$ cat config.mk
export PLATFORM = sky130hd
export DESIGN_NAME = resp_reply_parser
export DESIGN_NICKNAME = d
export VERILOG_FILES = /design/src/hw/rtl/resp_pkg.sv /design/src/hw/rtl/resp_num.sv /design/src/hw/rtl/resp_stack.sv /design/src/hw/rtl/resp_reply_parser.sv
export SDC_FILE = /design/constraint.sdc
export NUM_CORES = 1
export LEC_CHECK = 0
export ABC_AREA = 1
export BUFFER_PORTS_ARGS = -buffer_cell sky130_fd_sc_hd__clkbuf_2
export CAP_MARGIN = 30
export CORE_ASPECT_RATIO = 0.75
export CORE_UTILIZATION = 50
export CTS_CLUSTER_DIAMETER = 100
export CTS_CLUSTER_SIZE = 20
export DETAILED_ROUTE_END_ITERATION = 8
export HOLD_SLACK_MARGIN = 0.1
export PLACE_DENSITY = 0.66
export SYNTH_ARGS = -nofsm -noshare
export SYNTH_HDL_FRONTEND = slang
export SYNTH_SLANG_ARGS = --single-unit
$ cat constraint.sdc
create_clock -name clk -period 5 [get_ports clk]
set_input_delay 0.75 -clock clk [delete_from_list [all_inputs] [get_ports clk]]
set_output_delay 0.75 -clock clk [all_outputs]
set_load 0.05 [all_outputs]
$ cat src/hw/rtl/resp_pkg.sv
package resp_pkg;

	localparam int CNT_W = 31;

	typedef enum logic [2:0] {
		PH_TYPE,
		PH_LINE,
		PH_NUM,
		PH_BULK,
		PH_TAIL,
		PH_SKIP
	} ph_t;

	typedef enum logic [2:0] {
		K_SIMPLE = 3'd0,
		K_ERROR  = 3'd1,
		K_BULK   = 3'd2,
		K_INT    = 3'd3,
		K_NULL   = 3'd4,
		K_ARRAY  = 3'd5,
		K_BAD    = 3'd6
	} kind_t;

	localparam logic [7:0] CH_PLUS   = 8'h2B;
	localparam logic [7:0] CH_MINUS  = 8'h2D;
	localparam logic [7:0] CH_COLON  = 8'h3A;
	localparam logic [7:0] CH_DOLLAR = 8'h24;
	localparam logic [7:0] CH_STAR   = 8'h2A;
	localparam logic [7:0] CH_CR     = 8'h0D;
	localparam logic [7:0] CH_LF     = 8'h0A;
	localparam logic [7:0] CH_ZERO   = 8'h30;
	localparam logic [7:0] CH_NINE   = 8'h39;

	typedef struct packed {
		logic             push;
		logic             pop;
		logic             clear;
		logic [CNT_W-1:0] count;
	} stk_cmd_t;

	typedef struct packed {
		logic full;
		logic last;
	} stk_stat_t;

endpackage

$ cat src/hw/rtl/resp_num.sv
module resp_num (
	input  logic [31:0] accum,
	input  logic        neg,
	input  logic [3:0]  digit,
	output logic [31:0] accum_next,
	output logic        sat
);
	logic [35:0] prod;
	logic [35:0] limit;

	// The magnitude may reach one more when the value is negative.
	always_comb begin
		prod  = {1'b0, accum, 3'b000} + {3'b000, accum, 1'b0} + {32'd0, digit};
		limit = neg ? 36'h0_8000_0000 : 36'h0_7FFF_FFFF;
		sat   = prod > limit;
		accum_next = sat ? limit[31:0] : prod[31:0];
	end

endmodule

$ cat src/hw/rtl/resp_stack.sv
module resp_stack #(
	parameter int MAX_DEPTH = 4,
	parameter int DW = $clog2(MAX_DEPTH + 1)
) (
	input  logic                clk,
	input  logic                arst_n,
	input  resp_pkg::stk_cmd_t  cmd,
	output resp_pkg::stk_stat_t stat,
	output logic [DW-1:0]       depth
);
	import resp_pkg::*;

	localparam int IW = (MAX_DEPTH > 1) ? $clog2(MAX_DEPTH) : 1;

	logic [CNT_W-1:0]     counts_q [MAX_DEPTH];
	logic [DW-1:0]        depth_q;
	logic [DW-1:0]        new_depth;
	logic                 found;
	logic [MAX_DEPTH-1:0] dec_en;

	// Closing an element pops every level whose count runs out and
	// decrements the innermost level that still has elements to come.
	always_comb begin
		found     = 1'b0;
		new_depth = '0;
		dec_en    = '0;
		for (int i = 0; i < MAX_DEPTH; i++) begin
			if (DW'(i) < depth_q && counts_q[i] != CNT_W'(1)) begin
				found     = 1'b1;
				new_depth = DW'(i + 1);
			end
		end
		for (int i = 0; i < MAX_DEPTH; i++) begin
			dec_en[i] = found && (new_depth == DW'(i + 1));
		end
	end

	assign stat.full = (depth_q == DW'(MAX_DEPTH));
	assign stat.last = !found;
	assign depth     = depth_q;

	always_ff @(posedge clk or negedge arst_n) begin
		if (!arst_n) begin
			depth_q <= '0;
		end else if (cmd.clear) begin
			depth_q <= '0;
		end else if (cmd.push) begin
			depth_q <= depth_q + DW'(1);
		end else if (cmd.pop) begin
			depth_q <= new_depth;
		end
	end

	always_ff @(posedge clk) begin
		for (int i = 0; i < MAX_DEPTH; i++) begin
			if (cmd.push && depth_q[IW-1:0] == IW'(i)) begin
				counts_q[i] <= cmd.count;
			end else if (cmd.pop && dec_en[i]) begin
				counts_q[i] <= counts_q[i] - CNT_W'(1);
			end
		end
	end

endmodule

$ cat src/hw/rtl/resp_reply_parser.sv
// Path: a byte is registered in the input register, and any result it yields in the result register.
// Throughput: one byte per cycle; the input register and the result register sit
// back to back, and in_ready falls only while a held result is not taken.
// Reset: arst_n clears the valid flags of both registers, sets the parser to await a
// type byte and empties the array stack at once; there is no clearing pass.
module resp_reply_parser #(
	parameter int MAX_DEPTH = 4
) (
	input  logic               clk,
	input  logic               arst_n,
	input  logic               in_valid,
	output logic               in_ready,
	input  logic [7:0]         rx_byte,
	output logic               out_valid,
	input  logic               out_ready,
	output logic [2:0]         kind,
	output logic               has_byte,
	output logic [7:0]         payload_byte,
	output logic signed [31:0] number,
	output logic               number_overflow,
	output logic               element_end,
	output logic [2:0]         nest_level,
	output logic               reply_end
);
	import resp_pkg::*;

	localparam int DW = $clog2(MAX_DEPTH + 1);

	logic             valid_s1;
	logic [7:0]       byte_s1;
	logic             step;

	ph_t              phase_q;
	ph_t              phase_d;
	kind_t            etype_q;
	kind_t            etype_d;
	logic [31:0]      accum_q;
	logic [31:0]      accum_d;
	logic             neg_q;
	logic             neg_d;
	logic             ovf_q;
	logic             ovf_d;
	logic [CNT_W-1:0] left_q;
	logic [CNT_W-1:0] left_d;

	logic [31:0]      acc_next;
	logic             acc_sat;
	logic [31:0]      value;
	logic             is_lf;
	logic             is_digit;

	stk_cmd_t         cmd_c;
	stk_cmd_t         stk_cmd;
	stk_stat_t        stk_stat;
	logic [DW-1:0]    depth;

	logic             r_valid;
	kind_t            r_kind;
	logic             r_has;
	logic [7:0]       r_byte;
	logic [31:0]      r_number;
	logic             r_ovf;
	logic             r_end;
	logic             r_rend;

	logic             out_valid_q;
	logic [2:0]       kind_q;
	logic             has_q;
	logic [7:0]       byte_q;
	logic [31:0]      number_q;
	logic             ovf_out_q;
	logic             end_q;
	logic [2:0]       nest_q;
	logic             rend_q;

	assign step     = valid_s1 && (!out_valid_q || out_ready);
	assign in_ready = !valid_s1 || step;

	always_ff @(posedge clk or negedge arst_n) begin
		if (!arst_n) begin
			valid_s1 <= 1'b0;
		end else if (in_ready) begin
			valid_s1 <= in_valid;
		end
	end

	always_ff @(posedge clk) begin
		if (in_ready && in_valid) begin
			byte_s1 <= rx_byte;
		end
	end

	resp_num u_num (
		.accum      (accum_q),
		.neg        (neg_q),
		.digit      (byte_s1[3:0]),
		.accum_next (acc_next),
		.sat        (acc_sat)
	);

	assign is_lf    = (byte_s1 == CH_LF);
	assign is_digit = (byte_s1 >= CH_ZERO) && (byte_s1 <= CH_NINE);
	assign value    = neg_q ? 32'd0 - accum_q : accum_q;

	always_comb begin
		phase_d = phase_q;
		unique case (phase_q)
			PH_TYPE: begin
				if (byte_s1 == CH_PLUS || byte_s1 == CH_MINUS) begin
					phase_d = PH_LINE;
				end else if (byte_s1 == CH_COLON || byte_s1 == CH_DOLLAR ||
						byte_s1 == CH_STAR) begin
					phase_d = PH_NUM;
				end else if (!is_lf) begin
					phase_d = PH_SKIP;
				end
			end
			PH_LINE: begin
				if (is_lf) begin
					phase_d = PH_TYPE;
				end
			end
			PH_NUM: begin
				if (is_lf) begin
					if (etype_q == K_BULK && !(neg_q && accum_q != 32'd0)) begin
						phase_d = (accum_q == 32'd0) ? PH_TAIL : PH_BULK;
					end else begin
						phase_d = PH_TYPE;
					end
				end
			end
			PH_BULK: begin
				if (left_q == CNT_W'(1)) begin
					phase_d = PH_TAIL;
				end
			end
			PH_TAIL: begin
				if (is_lf) begin
					phase_d = PH_TYPE;
				end
			end
			PH_SKIP: begin
				if (is_lf) begin
					phase_d = PH_TYPE;
				end
			end
			default: begin
				phase_d = PH_TYPE;
			end
		endcase
	end

	always_comb begin
		etype_d  = etype_q;
		accum_d  = accum_q;
		neg_d    = neg_q;
		ovf_d    = ovf_q;
		left_d   = left_q;
		cmd_c    = '0;
		r_valid  = 1'b0;
		r_kind   = K_SIMPLE;
		r_has    = 1'b0;
		r_byte   = 8'd0;
		r_number = 32'd0;
		r_ovf    = 1'b0;
		r_end    = 1'b0;
		r_rend   = 1'b0;
		unique case (phase_q)
			PH_TYPE: begin
				accum_d = 32'd0;
				neg_d   = 1'b0;
				ovf_d   = 1'b0;
				left_d  = '0;
				if (byte_s1 == CH_PLUS) begin
					etype_d = K_SIMPLE;
				end else if (byte_s1 == CH_MINUS) begin
					etype_d = K_ERROR;
				end else if (byte_s1 == CH_COLON) begin
					etype_d = K_INT;
				end else if (byte_s1 == CH_DOLLAR) begin
					etype_d = K_BULK;
				end else if (byte_s1 == CH_STAR) begin
					etype_d = K_ARRAY;
				end else begin
					r_valid     = 1'b1;
					r_kind      = K_BAD;
					r_has       = 1'b1;
					r_byte      = byte_s1;
					r_end       = 1'b1;
					r_rend      = 1'b1;
					cmd_c.clear = 1'b1;
				end
			end
			PH_LINE: begin
				if (is_lf) begin
					r_valid   = 1'b1;
					r_kind    = etype_q;
					r_end     = 1'b1;
					r_rend    = stk_stat.last;
					cmd_c.pop = 1'b1;
				end else if (byte_s1 != CH_CR) begin
					r_valid = 1'b1;
					r_kind  = etype_q;
					r_has   = 1'b1;
					r_byte  = byte_s1;
				end
			end
			PH_NUM: begin
				if (is_digit) begin
					accum_d = acc_next;
					if (acc_sat) begin
						ovf_d = 1'b1;
					end
				end else if (byte_s1 == CH_MINUS && accum_q == 32'd0) begin
					neg_d = 1'b1;
				end else if (is_lf) begin
					if (etype_q == K_INT || (neg_q && accum_q != 32'd0)) begin
						r_valid   = 1'b1;
						r_kind    = (etype_q == K_INT) ? K_INT : K_NULL;
						r_number  = value;
						r_ovf     = ovf_q;
						r_end     = 1'b1;
						r_rend    = stk_stat.last;
						cmd_c.pop = 1'b1;
					end else if (etype_q == K_BULK) begin
						left_d = accum_q[CNT_W-1:0];
					end else if (accum_q == 32'd0) begin
						r_valid   = 1'b1;
						r_kind    = K_ARRAY;
						r_ovf     = ovf_q;
						r_end     = 1'b1;
						r_rend    = stk_stat.last;
						cmd_c.pop = 1'b1;
					end else if (stk_stat.full) begin
						r_valid     = 1'b1;
						r_kind      = K_BAD;
						r_number    = value;
						r_ovf       = ovf_q;
						r_end       = 1'b1;
						r_rend      = 1'b1;
						cmd_c.clear = 1'b1;
					end else begin
						r_valid     = 1'b1;
						r_kind      = K_ARRAY;
						r_number    = value;
						r_ovf       = ovf_q;
						r_end       = 1'b1;
						cmd_c.push  = 1'b1;
						cmd_c.count = accum_q[CNT_W-1:0];
					end
				end
			end
			PH_BULK: begin
				r_valid = 1'b1;
				r_kind  = K_BULK;
				r_has   = 1'b1;
				r_byte  = byte_s1;
				left_d  = left_q - CNT_W'(1);
			end
			PH_TAIL: begin
				if (is_lf) begin
					r_valid   = 1'b1;
					r_kind    = K_BULK;
					r_number  = accum_q;
					r_ovf     = ovf_q;
					r_end     = 1'b1;
					r_rend    = stk_stat.last;
					cmd_c.pop = 1'b1;
				end
			end
			PH_SKIP: begin
				r_valid = 1'b0;
			end
			default: begin
				r_valid = 1'b0;
			end
		endcase
	end

	assign stk_cmd.push  = cmd_c.push && step;
	assign stk_cmd.pop   = cmd_c.pop && step;
	assign stk_cmd.clear = cmd_c.clear && step;
	assign stk_cmd.count = cmd_c.count;

	resp_stack #(
		.MAX_DEPTH (MAX_DEPTH)
	) u_stack (
		.clk    (clk),
		.arst_n (arst_n),
		.cmd    (stk_cmd),
		.stat   (stk_stat),
		.depth  (depth)
	);

	always_ff @(posedge clk or negedge arst_n) begin
		if (!arst_n) begin
			phase_q <= PH_TYPE;
			etype_q <= K_SIMPLE;
			accum_q <= 32'd0;
			neg_q   <= 1'b0;
			ovf_q   <= 1'b0;
			left_q  <= '0;
		end else if (step) begin
			phase_q <= phase_d;
			etype_q <= etype_d;
			accum_q <= accum_d;
			neg_q   <= neg_d;
			ovf_q   <= ovf_d;
			left_q  <= left_d;
		end
	end

	always_ff @(posedge clk or negedge arst_n) begin
		if (!arst_n) begin
			out_valid_q <= 1'b0;
		end else if (step) begin
			out_valid_q <= r_valid;
		end else if (out_ready) begin
			out_valid_q <= 1'b0;
		end
	end

	always_ff @(posedge clk) begin
		if (step && r_valid) begin
			kind_q    <= r_kind;
			has_q     <= r_has;
			byte_q    <= r_byte;
			number_q  <= r_number;
			ovf_out_q <= r_ovf;
			end_q     <= r_end;
			nest_q    <= 3'(depth);
			rend_q    <= r_rend;
		end
	end

	assign out_valid       = out_valid_q;
	assign kind            = kind_q;
	assign has_byte        = has_q;
	assign payload_byte    = byte_q;
	assign number          = $signed(number_q);
	assign number_overflow = ovf_out_q;
	assign element_end     = end_q;
	assign nest_level      = nest_q;
	assign reply_end       = rend_q;

endmodule

==> key figures, run 1 <==
Clocking
  – Clock Latency Late Sink: approximately 0.53 ns
  – CTS Sinks: 258
  – Clk slew on worst S/H paths: approximately 0.1 ns
  – Number of buffers created by CTS: 17
  – Buffer depth of the longest clock path: 3
  – Htree depth: 1
  – CTS tree: done
  – Clock root buffer: clkbuf_16

Synth
  – Xor/xnor share of the synthesized area: a little under 7%
  – Top cell type's share of synthesized area: between 20 and 30%
  – Register area share after synthesis: 38.61%
  – Top FF cell, synth: edfxtp_1
  – Mapped Cells: between 2000 and 3000
  – Avg Cell Area, Syn: ~7.5 sq um
  – FFs w/ async S/R, synth: 29.46%
  – Post-synthesis simple-gate area fraction: between 20 and 30%
  – Seq cells post-synth: between 200 and 300
  – Main combinational cell family by area after synthesis: simple AND/OR/NAND/NOR gates
  – Synth warn: 0
  – Post-Synth Adder-Cell Area: about 7.4%
  – Complex-gate fraction of the synthesized area: between 10% and 20%
  – Area leader, netlist: edfxtp_1
  – Post-synth EDFFs: about 180
  – Post-Syn Area: about 19000 sq um
  – Count of cell types in the netlist: 58
  – Synth top area cells: edfxtp_1 29%, nand2_1 12%, dfrtp_1 10%
  – Synthesized Nets: 2660
  – Mux contribution to synthesized area: 0%

Global route
  – Largest net degree at the start of global routing: 52
  – Global-route wire length before repair: approximately 92000 microns
  – Total gr overflow: 0
  – Initial antenna violation count: 3
  – Number of global-route vias before repair: ~16000
  – Global Route Usage Sum: ~31%

Route
  – Post-Route WL: between 50000 and 60000 microns
  – Vias/cell: approximately 5.7
  – DRC: 0
  – Initial DRC count: between 2000 and 2500
  – Vias after detailed routing: between 15000 and 20000
  – Final ANT Viol Nets: 0
  – Wirelength per Cell: between 15 and 20 microns
  – Detailed Routing Iterations Pass 1: 6

Floorplanning
  – Die Wd: between 200 and 250 microns
  – Core Box Area: 37320 sq um
  – Initial Util: approximately half
  – Die area: about 39000 sq um
  – Row cnt: 61
  – Die Y: 171.2 microns
  – I/O pins: 64

Setup path
  – CP Launch Point: accum_q[0]
  – CP Launch Type: flop
  – Crit Path Class: reg2reg
  – CP arrival: 5.07 ns
  – Nature of the critical path endpoint: flop
  – Worst r2r src: accum_q[0]
  – R2R setup slack: roughly 0.34 ns
  – CP required: about 5.4 ns
  – Crit-path max FO: 26

STA
  – Tmin final: 4.657 ns
  – Setup violators final: 0
  – Slew of the pin with the lowest slew margin: a little over 1 ns
  – Clock skew: around 0.036 ns
  – Setup_tns: 0 ns
  – Final Max Tran Viols: 0
  – RSZ-0062 raised after global routing: false
  – Peak Freq: approximately 0.21 GHz
  – Fin crit share: between 90 and 100%
  – Fin. Hold Viols: 0
  – Slew HR: 30.99%

Cells and area
  – # nets final: between 2000 and 3000
  – Layout cells sized above 1: ~7.5%
  – Commonest non-fill, non-tap cells in the layout: 606 x nand2_1, 374 x inv_1, 273 x nor2_1
  – Most common cell after layout, fill and taps aside: nand2_1
  – Layout area overhead: 7.824%
  – Finished Layout Cells: about 3100

Power and ir drop
  – Lkg Pwr: roughly 10 nW
  – Cell Pwr Density: around 280 nW/um^2
  – Peak VDD IR: between 0.4 and 0.5 mV

Place
  – DPL Wire Length: 45400 microns
  – Routability Congestion: roughly 0.97
  – Port Buf Inserts: 63
  – Placed cells: just over 3000

Hold path
  – Worst hold path class: in2reg
  – Worst hold path startpoint: rx_byte[1]

Job
  – Max Cap Viol: 0

Status
  – Status: complete, no violations
==> per-layer routing <==
| layer | routed length, microns | GRT usage, % |
|---|---|---|
| met1 | 28450 | 48.17 |
| met2 | 24360 | 44.39 |
| met3 | 5766 | 5.616 |
| met4 | 1024 | 5.573 |
| met5 | 17 | 0 |
==> where the power goes <==
part	switching (mW)	leakage, nW	internal [mW]	total [mW]
Combinational	1.24	7.47	0.325	1.56
Clock	0.797	0.235	0.651	1.45
Sequential	0.125	2.70	2.53	2.65
Total	2.16	10.4	3.50	5.66
==> synthesized netlist by cell type, types with 5 or more instances <==
cell type,instances
nand2_1,606
inv_1,374
nor2_1,276
edfxtp_1,182
nand3_1,145
o21ai_0,136
xor2_1,118
ha_1,110
dfrtp_1,76
a21oi_1,68
nand4_1,59
o21ai_1,56
nor3_1,50
o22ai_1,44
xnor2_1,30
buf_2,29
clkbuf_1,24
nor4_1,20
inv_2,14
a31oi_1,12
or2_2,12
nor2_2,9
o21bai_1,9
nor2_4,6
buf_4,5
nand2_2,5
==> state kept, by name (all words and copies together), names as in the netlist <==
name and count:
has_byte 1, valid_s1 1, number_overflow 1, left_q 31
ovf_q 1, u_stack.counts_q 124, kind 3, reply_end 1
nest_level 3, element_end 1, accum_q 32, out_valid 1
byte_s1 8, number 32, etype_q 3, payload_byte 8
phase_q 3, u_stack.depth 3, neg_q 1
==> kinds of logic after synthesis <==
kind of cell / after synthesis
AOI/OAI and AO/OA: 350
xor gates and xnor gates: 148
adders and majority gates: 112
buffers and inverters: 454
DFF: 258
and+or+nand+nor: 1214
==> metrics by stage <==
step | worst slack, ns | power (mW) | utilization (%) | area [sq um] | hold WS (ns)
floorplan | 0.5345 | 3.787 | - | 19080 | 0.4544
global placement | 0.3689 | 4.226 | 53.67 | 20030 | 0.4778
detailed placement | 0.3333 | 4.236 | 53.73 | 20050 | 0.5115
CTS | 0.3119 | 5.663 | 55.05 | 20550 | 0.3841
global route | 0.01157 | 5.895 | 55.11 | 20570 | 0.3833
finish | 0.3426 | 5.660 | 55.12 | 20570 | 0.3904
==> final timing paths <==
kind / endpoint / depth (start not counted)
max reg2reg: accum_q[27] / 25
max in group asynchronous: left_q[16] / 4
max: accum_q[27] / 25
min in group asynchronous: out_valid / 2
min: byte_s1[1] / 1
min reg2reg: ovf_q / 2
==> critical path, stage by stage, from the launching register on <==
cell and delay, ns:
dfrtp_1 0.55, fa_1 0.53, fa_1 0.50, nand3_1 0.10
nand3_1 0.12, nand3_1 0.10, nand2_1 0.11, nand3_1 0.09
nand2_1 0.16, a21oi_1 0.21, xor2_1 0.34, inv_1 0.08
ha_1 0.27, nand2_1 0.06, inv_1 0.06, nand3_1 0.07
a31oi_1 0.07, nor2_1 0.10, nand2_1 0.07, nand2_1 0.05
nand2_1 0.09, a21oi_4 0.31, buf_12 0.22, nand4_1 0.11
nand3_1 0.10, nand2_1 0.06
==> cell type report <==
| type | instances | area, sq um |
|---|---|---|
| multi-input cells | 1824 | 9971 |
| well taps | 504 | 630.6 |
| inverters | 390 | 1464 |
| clock inverters | 3 | 26.28 |
| diodes | 1 | 2.502 |
| clock buffers | 26 | 459.2 |
| fillers | 3574 | 16750 |
| repair buffers | 102 | 650.6 |
| flip-flops and latches | 258 | 7367 |
==> repair_timing <==
action                     in CTS  in global routing
setup buffers                   0                  0
setup endpoints to repair       0                 31
hold buffers                    1                  0
hold endpoints to repair        4                  0
gates resized for setup         0                  3
Power figures use the tool's default switching activity.
==> run 2: changes to the inputs <==
CORE_UTILIZATION = 45   (was 50)
PLACE_DENSITY = unset   (was 0.66)
==> key figures, run 2 (synthesis gave the netlist of run 1 again) <==
Status
  – Status: complete, no violations

Floorplanning
  – Die Wd: 239.8 microns
  – Die Y: about 180 microns
  – Core Box Area: approximately 41000 sq um
  – I/O pins: 64
  – Initial Util: around 46%
  – Die area: roughly 43000 sq um
  – Row cnt: 64

Clocking
  – Number of buffers created by CTS: 16
  – CTS resizes: 0
  – Hold Buf Count CTS: 0
  – Htree depth: 1
  – Buffer depth of the longest clock path: 3
  – CTS Sinks: between 200 and 300
  – CTS tree: done
  – Post-CTS setup buffer count: 0
  – Clk slew on worst S/H paths: about 0.1 ns
  – Clock Latency Late Sink: 0.53 ns
  – Clock root buffer: clkbuf_16

Place
  – Port Buf Inserts: 63
  – Routability Congestion: between 0.9 and 1
  – Place WS: approximately 0.30 ns
  – DPL Wire Length: roughly 46000 microns

Setup path
  – CP Launch Point: byte_s1[3]
  – Delay-heaviest family, CP: simple AND/OR/NAND/NOR gates
  – Worst reg-to-reg path cell count: 21
  – CP required: around 5.4 ns
  – CP endpoint: accum_q[21]
  – Buf/Inv on CP: 2
  – WP depth: 21
  – Slowest CP cell: fa_1
  – Crit-path max cell delay: slightly below 0.6 ns
  – CP Launch Type: flop
  – Crit Path Class: reg2reg
  – CP arrival: ~5.1 ns
  – Worst r2r src: byte_s1[3]
  – Crit-path max FO: 27
  – R2R setup slack: approximately 0.37 ns
  – Nature of the critical path endpoint: flop
  – R2r endpoint: accum_q[21]
  – CP Cell Sequence: fa_1 -> ha_1 -> nand3_1 -> nand3_1 -> a21oi_1 -> o21ai_0 -> nand2_1 -> nand3_1 -> xnor2_1 -> inv_1 -> ha_1 -> nand2_1 -> nor2_1 -> nand2_1 -> nor3_1 -> nand4_1 -> a21oi_2 -> buf_4 -> nand4_1 -> nand3_1 -> nand2_1

Route
  – DRC: 0
  – Wirelength per Cell: approximately 19 microns
  – Vias/cell: ~5.5
  – Vias after detailed routing: approximately 17000
  – Final ANT Viol Nets: 0
  – Detailed Routing Iterations Pass 1: 6
  – Post-Route WL: 60940 microns
  – Initial DRC count: approximately 2000

Power and ir drop
  – Peak VDD IR: about 0.28 mV
  – Internal: ~3.5 mW
  – Switch share: 38.04%
  – Comb pwr share: between 20 and 30%
  – Sequential power share: 47.2%
  – Lkg Pwr: 10.41 nW
  – Clock power frac: between 20% and 30%
  – Total power: roughly 5.6 mW
  – NetSw: between 2 and 2.5 mW
  – Cell Pwr Density: roughly 270 nW/um^2

Cells and area
  – Number of fill cells: between 4000 and 5000
  – # nets final: ~2700
  – Biggest register: u_stack.counts_q
  – Layout cells sized above 1: 7.488%
  – Layout area overhead: 7.942%
  – Max reg flops: about 120
  – Commonest non-fill, non-tap cells in the layout: 606 x nand2_1, 374 x inv_1, 273 x nor2_1
  – Ant. Diodes: 0
  – Most common cell after layout, fill and taps aside: nand2_1

STA
  – Slew HR: between 30% and 40%
  – Peak Freq: 0.2158 GHz
  – Setup_tns: 0 ns
  – Fin. Hold Viols: 0
  – Clock skew: 0.02871 ns
  – RSZ-0062 raised after global routing: false
  – Slew of the pin with the lowest slew margin: between 0.9 and 1 ns
  – Fin crit share: 92.68%
  – Final Max Tran Viols: 0
  – Final worst setup slack: roughly 0.37 ns
  – Tmin final: 4.634 ns
  – Setup violators final: 0

Global route
  – Number of global-route vias before repair: 15731
  – Total gr overflow: 0
  – Largest net degree at the start of global routing: 46
  – Global Route Usage Sum: between 20 and 30%
  – Global-route wire length before repair: 93420 microns
  – Initial antenna violation count: 0

Hold path
  – Worst hold path class: in2async

Job
  – Max Cap Viol: 0
-- run 2: cell types whose count changed in the layout (fill, tap and decap cells not counted), sizes merged --
| cell | before | now |
|---|---|---|
| buf | 39 | 42 |
| clkbuf | 88 | 90 |
| clkinv | 4 | 2 |
| diode | 1 | 0 |
| dlygate4sd3 | 1 | 0 |
| inv | 389 | 388 |
-- run 2: worst register-to-register path, cell delays in order, from the launching register on --
cell,delay (ns)
edfxtp_1,0.50
fa_1,0.58
ha_1,0.34
nand3_1,0.09
nand3_1,0.13
a21oi_1,0.23
o21ai_0,0.17
nand2_1,0.10
nand3_1,0.08
xnor2_1,0.22
inv_1,0.08
ha_1,0.30
nand2_1,0.08
nor2_1,0.12
nand2_1,0.10
nor3_1,0.28
nand4_1,0.22
a21oi_2,0.20
buf_4,0.31
nand4_1,0.24
nand3_1,0.12
nand2_1,0.06
-- run 2: final cells by class --
class / count / area [sq um] / area share, %
clock buffer: 28 / 466.7 / 2.266
inverter: 390 / 1464 / 7.109
tap: 561 / 701.9 / 3.408
timing repair buffer: 104 / 638.1 / 3.099
multi-input combinational: 1824 / 9955 / 48.34
sequential: 258 / 7368 / 35.78
-- run 2: worst min path at each step --
stage          depth (start not counted)    endpoint   start
3_3_place_gp                           2       ovf_q   ovf_q
3_5_place_dp                           2       ovf_q   ovf_q
4_1_cts                                1    valid_s1  arst_n
5_1_grt                                1   out_valid  arst_n
2_1_floorplan                          0  accum_q[0]  arst_n
6_report                               1   out_valid  arst_n
-- run 2: metal layers --
| metal | part of all wire (%) | GRT usage, % |
|---|---|---|
| met1 | 50 | 45.20 |
| met2 | 40 | 38.97 |
| met3 | 8.2 | 4.534 |
| met4 | 1.8 | 4.718 |
| met5 | 0 | 0 |
-- run 2: per-stage QoR --
stage / util, % / hold slack [ns] / std cells / area [sq um]
after global routing: 49.84 / 0.2765 / 3165 / 20590
after global placement: 48.70 / 0.4944 / 3137 / 20120
after floorplan: - / 0.4544 / 2536 / 19080
after CTS: 49.83 / 0.2620 / 3165 / 20590
final: 49.84 / 0.2486 / 3165 / 20590
after detailed placement: 48.70 / 0.4953 / 3137 / 20120
-- run 2: power groups by stage --
stage | Clock, mW | Sequential (mW) | Combinational [mW]
2_1_floorplan | 0 | 3.13 | 0.659
3_3_place_gp | 0 | 2.71 | 1.54
3_5_place_dp | 0 | 2.71 | 1.55
4_1_cts | 1.43 | 2.67 | 1.56
5_1_grt | 1.49 | 2.68 | 1.69
6_report | 1.41 | 2.66 | 1.57
